[src/hdl/tng_pkg.sv]
// Shared types, constants and the attenuation table of the tone and noise sound generator.
// Used by every module of the block; depends on nothing.
package tng_pkg;

	// Fixed-point format of the phase increment: whole chip clocks above this bit.
	localparam int PHASE_FRAC_BITS = 24;
	localparam int PHASE_WIDTH     = 32;
	localparam logic [PHASE_WIDTH-1:0] PHASE_INC_RESET = 32'd212779193;

	localparam int CLOCKS_WIDTH  = 8;
	localparam int CHANNELS      = 4;
	localparam int PERIOD_WIDTH  = 12;
	localparam int COUNTER_WIDTH = 16;
	localparam int AMP_WIDTH     = 8;
	localparam int REG_WIDTH     = 10;
	localparam int NOISE_WIDTH   = 15;
	localparam int SAMPLE_WIDTH  = 9;
	localparam int MIX_WIDTH     = 11;

	localparam logic [PERIOD_WIDTH-1:0] TONE_PERIOD_ZERO = 12'h400;
	localparam logic [PERIOD_WIDTH-1:0] NOISE_PERIOD_MIN = 12'd32;
	localparam logic [NOISE_WIDTH-1:0]  NOISE_SEED       = 15'h4000;

	// Item kinds carried in the input tuser bit.
	localparam logic FUNC_WRITE  = 1'b0;
	localparam logic FUNC_RENDER = 1'b1;

	// Register numbers of the register file.
	localparam logic [2:0] REG_TONE0 = 3'd0;
	localparam logic [2:0] REG_VOL0  = 3'd1;
	localparam logic [2:0] REG_TONE1 = 3'd2;
	localparam logic [2:0] REG_VOL1  = 3'd3;
	localparam logic [2:0] REG_TONE2 = 3'd4;
	localparam logic [2:0] REG_VOL2  = 3'd5;
	localparam logic [2:0] REG_NOISE = 3'd6;
	localparam logic [2:0] REG_VOL3  = 3'd7;

	// Noise mode that ties the noise period to tone 2.
	localparam logic [1:0] NOISE_MODE_TONE2 = 2'd3;

	// Channel numbers.
	localparam int CH_TONE2 = 2;
	localparam int CH_NOISE = 3;

	// Decoded register state handed from the register block to the mixer.
	typedef struct packed {
		logic [CHANNELS-1:0][PERIOD_WIDTH-1:0] period;
		logic [CHANNELS-1:0][AMP_WIDTH-1:0]    amp;
		logic                                  white;
	} tng_regs_t;

	// Attenuation steps of roughly 2 dB, the last step silent.
	function automatic logic [AMP_WIDTH-1:0] atten_lookup(input logic [3:0] idx);
		logic [AMP_WIDTH-1:0] amp;
		unique case (idx)
			4'd0:  amp = 8'd255;
			4'd1:  amp = 8'd202;
			4'd2:  amp = 8'd160;
			4'd3:  amp = 8'd127;
			4'd4:  amp = 8'd101;
			4'd5:  amp = 8'd80;
			4'd6:  amp = 8'd64;
			4'd7:  amp = 8'd50;
			4'd8:  amp = 8'd40;
			4'd9:  amp = 8'd32;
			4'd10: amp = 8'd25;
			4'd11: amp = 8'd20;
			4'd12: amp = 8'd16;
			4'd13: amp = 8'd12;
			4'd14: amp = 8'd9;
			4'd15: amp = 8'd0;
		endcase
		return amp;
	endfunction

endpackage

[src/hdl/tng_phase.sv]
// Fractional phase accumulator and the phase increment register.
// Depends on tng_pkg.
module tng_phase import tng_pkg::*; (
	input  logic                    clk,
	input  logic                    arst_n,
	input  logic                    cfg_valid,
	input  logic [PHASE_WIDTH-1:0]  cfg_data,
	input  logic                    advance,
	output logic [CLOCKS_WIDTH-1:0] clocks
);

	logic [PHASE_WIDTH-1:0]     inc_q;
	logic [PHASE_FRAC_BITS-1:0] frac_q;
	logic [PHASE_WIDTH-1:0]     sum;

	// The sum wraps at the word width; its whole part is the clock count of this sample.
	assign sum    = {{(PHASE_WIDTH-PHASE_FRAC_BITS){1'b0}}, frac_q} + inc_q;
	assign clocks = sum[PHASE_FRAC_BITS +: CLOCKS_WIDTH];

	always_ff @(posedge clk or negedge arst_n) begin
		if (!arst_n) begin
			inc_q  <= PHASE_INC_RESET;
			frac_q <= '0;
		end else begin
			if (cfg_valid) begin
				inc_q <= cfg_data;
			end
			if (advance) begin
				frac_q <= sum[PHASE_FRAC_BITS-1:0];
			end
		end
	end

endmodule

[src/hdl/tng_counter.sv]
// Period counter of one channel: adds the clock count and flags at most one toggle per sample.
// Depends on tng_pkg.
module tng_counter import tng_pkg::*; (
	input  logic                    clk,
	input  logic                    arst_n,
	input  logic                    step,
	input  logic [CLOCKS_WIDTH-1:0] clocks,
	input  logic [PERIOD_WIDTH-1:0] period,
	output logic                    toggle
);

	logic [COUNTER_WIDTH-1:0] count_q;
	logic [COUNTER_WIDTH-1:0] sum;
	logic [COUNTER_WIDTH-1:0] period_ext;
	logic                     hit;

	assign sum        = count_q + {{(COUNTER_WIDTH-CLOCKS_WIDTH){1'b0}}, clocks};
	assign period_ext = {{(COUNTER_WIDTH-PERIOD_WIDTH){1'b0}}, period};
	// A zero period never toggles.
	assign hit        = (period != '0) && (sum >= period_ext);
	assign toggle     = step && hit;

	always_ff @(posedge clk or negedge arst_n) begin
		if (!arst_n) begin
			count_q <= '0;
		end else if (step) begin
			count_q <= hit ? (sum - period_ext) : sum;
		end
	end

endmodule

[src/hdl/tng_regs.sv]
// Latch/data register file with the decoded periods, amplitudes and noise controls.
// Depends on tng_pkg.
module tng_regs import tng_pkg::*; (
	input  logic       clk,
	input  logic       arst_n,
	input  logic       wr_en,
	input  logic [7:0] wr_byte,
	output tng_regs_t  regs,
	output logic       reseed
);

	logic [REG_WIDTH-1:0] rf_q [8];
	logic [2:0]           latch_q;
	tng_regs_t            regs_q;

	logic [2:0]              sel;
	logic [REG_WIDTH-1:0]    cur;
	logic [REG_WIDTH-1:0]    new_val;
	logic [PERIOD_WIDTH-1:0] tone_period;
	logic [1:0]              mode;
	logic [PERIOD_WIDTH-1:0] noise_period;

	// A byte with bit 7 set latches a register and writes its low nibble; otherwise
	// the byte writes the high six bits of the latched register.
	assign sel     = wr_byte[7] ? wr_byte[6:4] : latch_q;
	assign cur     = rf_q[sel];
	assign new_val = wr_byte[7] ? {cur[9:4], wr_byte[3:0]} : {wr_byte[5:0], cur[3:0]};

	assign tone_period = (new_val == '0) ? TONE_PERIOD_ZERO
		: {{(PERIOD_WIDTH-REG_WIDTH){1'b0}}, new_val};

	assign mode = new_val[1:0];
	assign noise_period = (mode == NOISE_MODE_TONE2)
		? {regs_q.period[CH_TONE2][PERIOD_WIDTH-2:0], 1'b0}
		: (NOISE_PERIOD_MIN << mode);

	assign reseed = wr_en && (sel == REG_NOISE);
	assign regs   = regs_q;

	always_ff @(posedge clk or negedge arst_n) begin
		if (!arst_n) begin
			for (int i = 0; i < 8; i++) begin
				rf_q[i] <= '0;
			end
			latch_q <= '0;
			regs_q  <= '0;
		end else if (wr_en) begin
			latch_q   <= sel;
			rf_q[sel] <= new_val;
			unique case (sel)
				REG_TONE0, REG_TONE1, REG_TONE2: begin
					regs_q.period[sel[2:1]] <= tone_period;
					if ((sel == REG_TONE2) && (rf_q[REG_NOISE][1:0] == NOISE_MODE_TONE2)) begin
						regs_q.period[CH_NOISE] <= {tone_period[PERIOD_WIDTH-2:0], 1'b0};
					end
				end
				REG_NOISE: begin
					regs_q.period[CH_NOISE] <= noise_period;
					regs_q.white            <= new_val[2];
				end
				REG_VOL0, REG_VOL1, REG_VOL2, REG_VOL3: begin
					// The amplitude follows the low nibble of the byte itself.
					regs_q.amp[sel[2:1]] <= atten_lookup(wr_byte[3:0]);
				end
			endcase
		end
	end

endmodule

[src/hdl/tone_noise_sound_generator.sv]
// Top level of the tone and noise sound generator: input stage, channel mixer and output stage.
// Depends on tng_pkg, tng_regs, tng_phase and tng_counter.
//
// Usage:
// The slave stream (s_tvalid, s_tready, s_tdata, s_tuser) carries one item per beat. When
// s_tuser is low the beat is a register byte in the latch/data format; it updates the register
// file and returns nothing. When s_tuser is high the beat renders one audio sample, which
// leaves on the master stream (m_tvalid, m_tready, m_tdata) as a 9-bit two's complement value.
// The configuration channel (cfg_valid, cfg_ready, cfg_data) writes the phase increment, the
// number of chip clocks per sample with 24 fractional bits; it is always ready and must only
// be written while no item is in flight.
// Each accepted beat is captured in an input register and handled from there by
// single-pass logic (one phase add, then a 16-bit add and compare per channel, then the mix),
// whose sample is written into the output register that drives m_tvalid. One beat per cycle is
// sustained as long as the receiver keeps m_tready high.
// When the receiver stalls, a sample waits in the output register; a render beat held in the
// input register then waits too, and s_tready falls. Register writes in the input register
// still go through during a stall, since they produce no beat.
// Reset clears the register file, the periods, the amplitudes, the counters and polarities,
// reloads the noise shift register with its seed and the phase increment with its default.
module tone_noise_sound_generator import tng_pkg::*; (
	input  logic        clk,
	input  logic        arst_n,
	// Configuration write channel: phase increment.
	input  logic        cfg_valid,
	output logic        cfg_ready,
	input  logic [31:0] cfg_data,
	// Input stream.
	input  logic        s_tvalid,
	output logic        s_tready,
	input  logic [7:0]  s_tdata,   // [7:0] data_byte
	input  logic [0:0]  s_tuser,   // [0] func: 0 = register byte, 1 = render a sample
	// Output stream.
	output logic        m_tvalid,
	input  logic        m_tready,
	output logic [15:0] m_tdata    // [8:0] sample (signed), [15:9] zero
);

	// Input stage.
	logic       valid_s1;
	logic       func_s1;
	logic [7:0] byte_s1;

	// Output stage.
	logic                    m_valid_q;
	logic [SAMPLE_WIDTH-1:0] sample_q;

	// Channel state kept here: polarities and the noise shift register.
	logic [CHANNELS-1:0]    pol_q;
	logic [NOISE_WIDTH-1:0] noise_q;

	logic                    out_free;
	logic                    go;
	logic                    do_write;
	logic                    do_render;
	logic                    step;
	logic [CLOCKS_WIDTH-1:0] clocks;
	logic [CHANNELS-1:0]     toggle;
	logic [CHANNELS-1:0]     pol_next;
	logic                    noise_fb;
	logic                    reseed;
	tng_regs_t               regs;

	logic signed [MIX_WIDTH-1:0] term [CHANNELS];
	logic signed [MIX_WIDTH-1:0] mix;
	logic [SAMPLE_WIDTH-1:0]     sample;

	// The item in the input stage moves on when it is a register byte, or when the output
	// register is empty or being emptied in this cycle.
	assign out_free  = !m_valid_q || m_tready;
	assign go        = valid_s1 && ((func_s1 == FUNC_WRITE) || out_free);
	assign do_write  = go && (func_s1 == FUNC_WRITE);
	assign do_render = go && (func_s1 == FUNC_RENDER);
	assign s_tready  = !valid_s1 || go;
	assign cfg_ready = 1'b1;

	always_ff @(posedge clk or negedge arst_n) begin
		if (!arst_n) begin
			valid_s1 <= 1'b0;
		end else if (s_tvalid && s_tready) begin
			valid_s1 <= 1'b1;
		end else if (go) begin
			valid_s1 <= 1'b0;
		end
	end

	always_ff @(posedge clk) begin
		if (s_tvalid && s_tready) begin
			func_s1 <= s_tuser[0];
			byte_s1 <= s_tdata;
		end
	end

	tng_regs u_regs (
		.clk     (clk),
		.arst_n  (arst_n),
		.wr_en   (do_write),
		.wr_byte (byte_s1),
		.regs    (regs),
		.reseed  (reseed)
	);

	tng_phase u_phase (
		.clk       (clk),
		.arst_n    (arst_n),
		.cfg_valid (cfg_valid),
		.cfg_data  (cfg_data),
		.advance   (do_render),
		.clocks    (clocks)
	);

	// A sample that covers no whole chip clock leaves every channel untouched.
	assign step = do_render && (clocks != '0);

	for (genvar g = 0; g < CHANNELS; g++) begin : g_chan
		tng_counter u_counter (
			.clk    (clk),
			.arst_n (arst_n),
			.step   (step),
			.clocks (clocks),
			.period (regs.period[g]),
			.toggle (toggle[g])
		);
	end

	// Tones flip on each toggle; the noise polarity is the bit shifted out next.
	assign noise_fb = noise_q[0] ^ (noise_q[1] & regs.white);

	always_comb begin
		for (int i = 0; i < CH_NOISE; i++) begin
			pol_next[i] = pol_q[i] ^ toggle[i];
		end
		pol_next[CH_NOISE] = toggle[CH_NOISE] ? noise_q[1] : pol_q[CH_NOISE];
	end

	always_ff @(posedge clk or negedge arst_n) begin
		if (!arst_n) begin
			pol_q   <= '0;
			noise_q <= NOISE_SEED;
		end else begin
			pol_q <= pol_next;
			if (reseed) begin
				noise_q <= NOISE_SEED;
			end else if (toggle[CH_NOISE]) begin
				noise_q <= {noise_fb, noise_q[NOISE_WIDTH-1:1]};
			end
		end
	end

	// Mix of the four signed amplitudes, divided by four with rounding toward minus infinity.
	always_comb begin
		for (int i = 0; i < CHANNELS; i++) begin
			term[i] = pol_next[i]
				? $signed({{(MIX_WIDTH-AMP_WIDTH){1'b0}}, regs.amp[i]})
				: -$signed({{(MIX_WIDTH-AMP_WIDTH){1'b0}}, regs.amp[i]});
		end
		mix = term[0] + term[1] + term[2] + term[3];
	end

	assign sample = (clocks == '0) ? '0 : mix[MIX_WIDTH-1:2];

	always_ff @(posedge clk or negedge arst_n) begin
		if (!arst_n) begin
			m_valid_q <= 1'b0;
		end else if (do_render) begin
			m_valid_q <= 1'b1;
		end else if (m_tready) begin
			m_valid_q <= 1'b0;
		end
	end

	always_ff @(posedge clk) begin
		if (do_render) begin
			sample_q <= sample;
		end
	end

	assign m_tvalid = m_valid_q;
	assign m_tdata  = {{(16-SAMPLE_WIDTH){1'b0}}, sample_q};

endmodule
[config.mk]
export PLATFORM = sky130hd
export DESIGN_NAME = tone_noise_sound_generator
export DESIGN_NICKNAME = d
export VERILOG_FILES = /design/src/hdl/tng_pkg.sv /design/src/hdl/tng_phase.sv /design/src/hdl/tng_counter.sv /design/src/hdl/tng_regs.sv /design/src/hdl/tone_noise_sound_generator.sv
export SDC_FILE = /design/constraint.sdc
export NUM_CORES = 1
export LEC_CHECK = 0
export BUFFER_PORTS_ARGS = -buffer_cell sky130_fd_sc_hd__buf_4
export CAP_MARGIN = 0
export CORE_UTILIZATION = 65
export DETAILED_ROUTE_END_ITERATION = 10
export PLACE_DENSITY = 0.86
export SYNTH_ARGS = -nofsm -noshare
export SYNTH_HDL_FRONTEND = slang
export SYNTH_HIERARCHICAL = 1
export SYNTH_SLANG_ARGS = --single-unit
export TNS_END_PERCENT = 50
[constraint.sdc]
create_clock -name clk -period 15.2 [get_ports clk]
set_input_delay 0.76 -clock clk [delete_from_list [all_inputs] [get_ports clk]]
set_output_delay 0.76 -clock clk [all_outputs]
set_load 0.005 [all_outputs]
==> metrics.txt, run 1 <==
worst slew pin tran 1.07 ns; largest family of logic cells by synthesized area compound AO/OA/AOI/OAI gates; outcome finished clean; Fin. Hold Viols 0; Compound-Gate Fraction of Synth Area 0.207; Mean Syn Cell Area between 9 and 10 um^2; initial antenna violation count 0; mux share of post-synthesis cell area 0.0737; io pins 65; synthesized area between 20,000 and 25,000 um^2; Crit Path Class reg2reg; MaxCap Viol Count 0; via count ~18,000; R2R Setup Slk a little over 5 ns; Setup Fix Bufs, Post-CTS 0; fmax 99.3 MHz; WP data arrival a little over 10 ns; P&R area growth vs syn 8.28%; die area 34,500 um^2; HPWL after DPL around 38 mm; first-pass GRT wire length 87.7 mm; Port Buf Inserts 56; sequential share of the synthesized area 0.370; std cell rows 66; total global routing overflow 0; synthesis warning total 6; floorplan core area between 30,000 and 40,000 um^2; EDFF count, synth 18; CTS tree built; Clock Latency Late Sink 0.55 ns; Residual DRC 0; GRT Resource Usage Total 0.317; Post-Synth Adder-Cell Area 0.0954; vias in the first global route 17,400; H-tree depth 2; Worst Setup Start Kind register; total CTS buffers 36; setup TNS 0 ns; Crit. End Element register; Post-CTS Resized 0; Post-Synth Simple-Gate Area 0.143; GPL Wtd Cong 0.982; share of cells above drive strength 1 0.135; xor/xnor cell area share of the yosys netlist 0.0615; diode count 0; clock buffer depth 3; CP max stage cell o21ai_2; commonest non-fill, non-tap cell in the layout dfrtp_1; DIE HEIGHT 186 um; Via density between 6 and 7; Initial Utilization 0.668; most frequent cells in the layout dfrtp_1 (287), nand2_1 (199), o21ai_0 (176), nor2_1 (173), a21oi_1 (149); fin crit period 10.07 ns; clock transition at the registers of the reported paths approximately 0.060 ns; DIE WIDTH about 190 um; post-synth cell types 119; worst clock skew ~0.029 ns; DRT iter0 DRCs 1,895; critical path's largest stage delay 0.55 ns; Detailed Route WL between 50 and 60 mm; Tcrit/Tclk final 0.663; RSZ-0062 raised after global routing false; NumNets Final 2,529; # clock sinks 320; final setup fails 0; Post-Synthesis Cells 2,321; WP data required roughly 15 ns; Slew Limit Fails 0; cts hold-fix bufs 0; largest net degree at the start of global routing just over 80; drt wl/cell 19.2 um; Root Driver clkbuf_16; min-delay worst type in2async; Main synth FF type dfrtp_1; Async SR Flop Fraction 0.944; max_slew headroom 0.287; flop and latch count out of synthesis 320; iteration count of the initial detailed-routing pass 6; worst-path maximum fanout 18; fillers 2,333; DRT antenna net count 0
==> critical path, delay by kind of cell, from the launching register on <==
| family | cells | cell delay (ns) |
|---|---|---|
| muxes | 1 | 0.41 |
| and+or+nand+nor | 8 | 1.46 |
| adders and majority gates | 7 | 2.73 |
| buffers and inverters | 1 | 0.24 |
| DFF | 1 | 0.39 |
| xor gates and xnor gates | 3 | 0.87 |
| AOI/OAI and AO/OA | 16 | 3.66 |
==> final timing paths <==
path | from | to | depth (start not counted)
setup / recovery | u_phase/frac_q[0] | sample_q[5] | 36
hold / removal | arst_n | u_phase/inc_q[1] | 1
setup reg to reg | u_phase/frac_q[0] | sample_q[5] | 36
hold reg to reg | u_regs/rf_q[48] | u_regs/rf_q[48] | 2
max in group asynchronous | arst_n | u_regs/rf_q[76] | 3
min in group clk | s_tdata[0] | byte_s1[0] | 1
==> logic make-up after synthesis <==
group           after synthesis
other cells                   3
compound gates              661
simple gates                647
mux                         149
fa+ha+maj                   150
flops                       320
buf+inv                     241
xor+xnor                    150
==> through the flow <==
stage	hold WS [ns]	utilization	cells	setup WS (ns)	instance area, um^2
3_3_place_gp	0.455	0.686	2737	5.56	22500
4_1_cts	0.220	0.724	2803	5.21	23800
5_1_grt	0.249	0.724	2803	4.51	23800
3_5_place_dp	0.465	0.686	2737	5.20	22500
6_report	0.190	0.724	2803	5.13	23800
2_1_floorplan	0.442	-	2329	6.63	22000
==> synthesized netlist by cell type, drive strengths merged (15+ instances only) <==
| library cell | number | share of area |
|---|---|---|
| a211oi | 20 | 0.0082 |
| a21o | 58 | 0.020 |
| a21oi | 160 | 0.039 |
| a31oi | 23 | 0.0072 |
| and2 | 17 | 0.0049 |
| and3 | 26 | 0.0074 |
| buf | 50 | 0.017 |
| clkbuf | 62 | 0.011 |
| dfrtp | 287 | 0.33 |
| dfstp | 15 | 0.018 |
| edfxtp | 18 | 0.025 |
| fa | 29 | 0.026 |
| ha | 121 | 0.069 |
| inv | 128 | 0.022 |
| mux2 | 70 | 0.037 |
| mux2i | 77 | 0.035 |
| nand2 | 199 | 0.034 |
| nand2b | 20 | 0.0057 |
| nand3 | 58 | 0.014 |
| nand4 | 17 | 0.0048 |
| nor2 | 179 | 0.031 |
| nor2b | 20 | 0.0057 |
| nor3 | 37 | 0.0096 |
| nor4 | 15 | 0.0043 |
| o211ai | 24 | 0.0082 |
| o21a | 25 | 0.0085 |
| o21ai | 206 | 0.049 |
| o221ai | 19 | 0.0076 |
| xnor2 | 101 | 0.041 |
| xor2 | 49 | 0.020 |
==> layer usage <==
metal / share of wire / routed length (um) / GRT usage
met1: 0.43 / 23100 / 0.429
met2: 0.47 / 25300 / 0.524
met3: 0.066 / 3560 / 0.0446
met5: 0 / 0 / 0
met4: 0.031 / 1640 / 0.109
==> state kept, by name, indices dropped and copies added (netlist names) <==
register                  cells
pol_q                         4
u_regs/regs                  78
m_tvalid                      1
noise_q                      15
u_phase/inc_q                32
byte_s1                       8
func_s1                       1
u_regs/rf_q                  80
u_regs/latch_q                3
sample_q                      9
valid_s1                      1
g_chan.u_counter/count_q     64
u_phase/frac_q               24
==> layout make-up <==
cell class	instances	area (um^2)	share of cell area
well taps	442	553	0.0233
repair buffers	78	593	0.0249
multi-input cells	1768	12800	0.538
clock buffers	48	986	0.0415
flip-flops and latches	320	8120	0.341
inverters	129	484	0.0204
clock inverters	18	260	0.0109
Power of run 1 is left out: the tool's default activity adds up to more than one toggle a clock period on the data nets, which glitch-free logic cannot reach.
==> run 2: changes to the inputs <==
ABC_AREA = 1   (was default)
CORE_UTILIZATION = 64   (was 65)
PLACE_DENSITY = 0.84   (was 0.86)
clock period = 10.07 ns   (was 15.2 ns; I/O delays follow)
==> metrics.txt, run 2 <==
Initial Utilization 0.652 (-0.0164); final setup fails 0 (unchanged); clock transition at the registers of the reported paths 0.06 ns (about the same); worst clock skew 0.0230 ns (-0.00579 ns); min-delay worst type in2async; Via density 5.68 (-12%); Residual DRC 0 (unchanged); Tcrit/Tclk final 0.844 (+0.181); P&R area growth vs syn 7.78%; WP data required 10.39 ns (-5.10 ns); Clock Latency Late Sink 0.57 ns (+0.02 ns); CP max stage cell fa_1; commonest non-fill, non-tap cell in the layout nand2_1; Setup Fix Bufs, Post-CTS 0 (unchanged); Crit. End Element register; DRT antenna net count 0 (unchanged); NumNets Final 3,555 (+41%); die area 38,200 um^2 (+11%); Worst Setup Start Kind register; worst slew pin tran 1.16 ns (+0.0938 ns); Mean Syn Cell Area 7.18 um^2 (-24%); Biggest register u_regs/rf_q; DIE HEIGHT 195 um (+5.1%); Final Core Density 0.703 (-0.0210); iteration count of the initial detailed-routing pass 6 (unchanged); Largest register FFs 80 (unchanged); max_slew headroom 0.226 (-0.0614); flop and latch count out of synthesis 320 (unchanged); vias in the first global route 21,500 (+23%); Crit Path Class reg2reg; setup TNS 0 ns (unchanged); Worst path top cell family by delay simple AND/OR/NAND/NOR gates; total global routing overflow 0 (unchanged); MaxCap Viol Count 0 (unchanged); via count 21,900 (+22%); initial antenna violation count 0 (unchanged); CTS tree built; WP buf/inv 4 (+3); GPL Wtd Cong 0.946 (-3.7%); most frequent cells in the layout nand2_1 (1,085), inv_1 (430), dfrtp_1 (287), nor2_1 (221), nand3_1 (192); Post-CTS Resized 0 (unchanged); RSZ-0062 raised after global routing false; io pins 65 (unchanged); floorplan core area 36,700 um^2 (+12%); fmax 118 MHz (+19%); Port Buf Inserts 56 (unchanged); top-area cell type share of the netlist area 0.300 (-0.0268); worst-path maximum fanout 17 (-1); first-pass GRT wire length 105 mm (+20%); largest cells by area after synthesis dfrtp_1 (30%), nand2_1 (17%), inv_1 (6.7%); cts hold-fix bufs 0 (unchanged); Post-Synthesis Cells 3,332 (+44%); DRT iter0 DRCs 1,712 (-9.7%); std cell rows 70 (+6.1%); Fin. Hold Viols 0 (unchanged); post-synth cell types 64 (-46%); H-tree depth 2 (unchanged); synthesis warning total 6 (unchanged); critical path's largest stage delay 0.49 ns (-0.06 ns); drt wl/cell 16.4 um (-15%); Detailed Route WL 63.1 mm (+17%); top-count cell post-synth nand2_1; EDFF count, synth 18 (unchanged); total CTS buffers 37 (+2.8%); Root Driver clkbuf_16; # clock sinks 320 (unchanged); fin crit period 8.50 ns (-1.57 ns); CP dominant cell by count nand2_1; Async SR Flop Fraction 0.944 (unchanged); HPWL after DPL 46.9 mm (+23%); clock buffer depth 3 (unchanged); Post-synth top cells nand2_1 (1,085), inv_1 (430), dfrtp_1 (287); largest net degree at the start of global routing 114 (+39%); WP data arrival 8.82 ns (-1.55 ns); cell accounting for the most synthesized area dfrtp_1; diode count 0 (unchanged); synthesized area 23,900 um^2 (+8.9%); fillers 3,009 (+29%); Slew Limit Fails 0 (unchanged); share of cells above drive strength 1 0.114 (-0.0208); sequential share of the synthesized area 0.339 (-0.0302); outcome finished clean; DIE WIDTH 195 um (+5.1%); GRT Resource Usage Total 0.339 (+0.0221); Main synth FF type dfrtp_1
==> run 2: cell count changes after synthesis, sizes merged, moves of 26 or more <==
cell,before,now
a21oi,160,119
nor2,179,277
nand3,58,215
and3,26,0
mux2,70,24
inv,128,467
clkbuf,62,27
nand2,199,1157
mux2i,77,0
xnor2,101,48
a21o,58,4
==> run 2: metal layers <==
layer  GRT usage  part of all wire  vias to the layer above
li1            -                 -                    10600
met3      0.0522             0.068                      164
met2       0.583              0.48                      827
met5           0                 0                        -
met4       0.123             0.031                        0
met1       0.434              0.42                    10300
==> run 2: logic make-up (layout without fill, tap and decap cells) <==
logic type	count (synthesis)	in the layout	synth area share
AO/OA/AOI/OAI	406	406	0.0954
XOR/XNOR	119	119	0.0436
adder cells (fa/ha/maj)	150	150	0.0876
buffers and inverters	559	607	0.101
flip-flops	320	320	0.339
multiplexers	24	24	0.0113
other	3	11	0.000471
AND/OR/NAND/NOR	1751	1751	0.322
==> run 2: through the flow <==
step | worst slack (ns) | hold slack, ns | instances | area [um^2]
2_1_floorplan | 2.51 | 0.208 | 3340 | 24000
3_3_place_gp | 1.74 | 0.454 | 3788 | 24400
3_5_place_dp | 1.65 | 0.464 | 3788 | 24400
4_1_cts | 1.62 | 0.0532 | 3856 | 25800
5_1_grt | 0.886 | 0.0939 | 3856 | 25800
6_report | 1.57 | 0.0347 | 3856 | 25800
==> run 2: final timing paths <==
| kind | startpoint | to | cells after the start | slack, ns |
|---|---|---|---|---|
| max | u_phase/frac_q[0] | sample_q[6] | 44 | 1.57 |
| min | arst_n | u_phase/frac_q[3] | 1 | 0.03 |
| max reg2reg | u_phase/frac_q[0] | sample_q[6] | 44 | 1.57 |
| min reg2reg | u_regs/regs[19] | u_regs/regs[19] | 2 | 0.48 |
| max in group asynchronous | arst_n | u_regs/rf_q[27] | 3 | 7.98 |
| min in group clk | s_tdata[1] | byte_s1[1] | 1 | 0.11 |
==> run 2: layout make-up <==
type	count	area, um^2	share of cell area
clock buffer	54	1120	0.0435
timing repair buffer	65	495	0.0192
clock inverter	14	230	0.00893
tap	468	586	0.0227
multi-input combinational	2461	13400	0.521
sequential	320	8120	0.315
inverter	474	1800	0.0699
Power of run 2 is left out for the same reason.
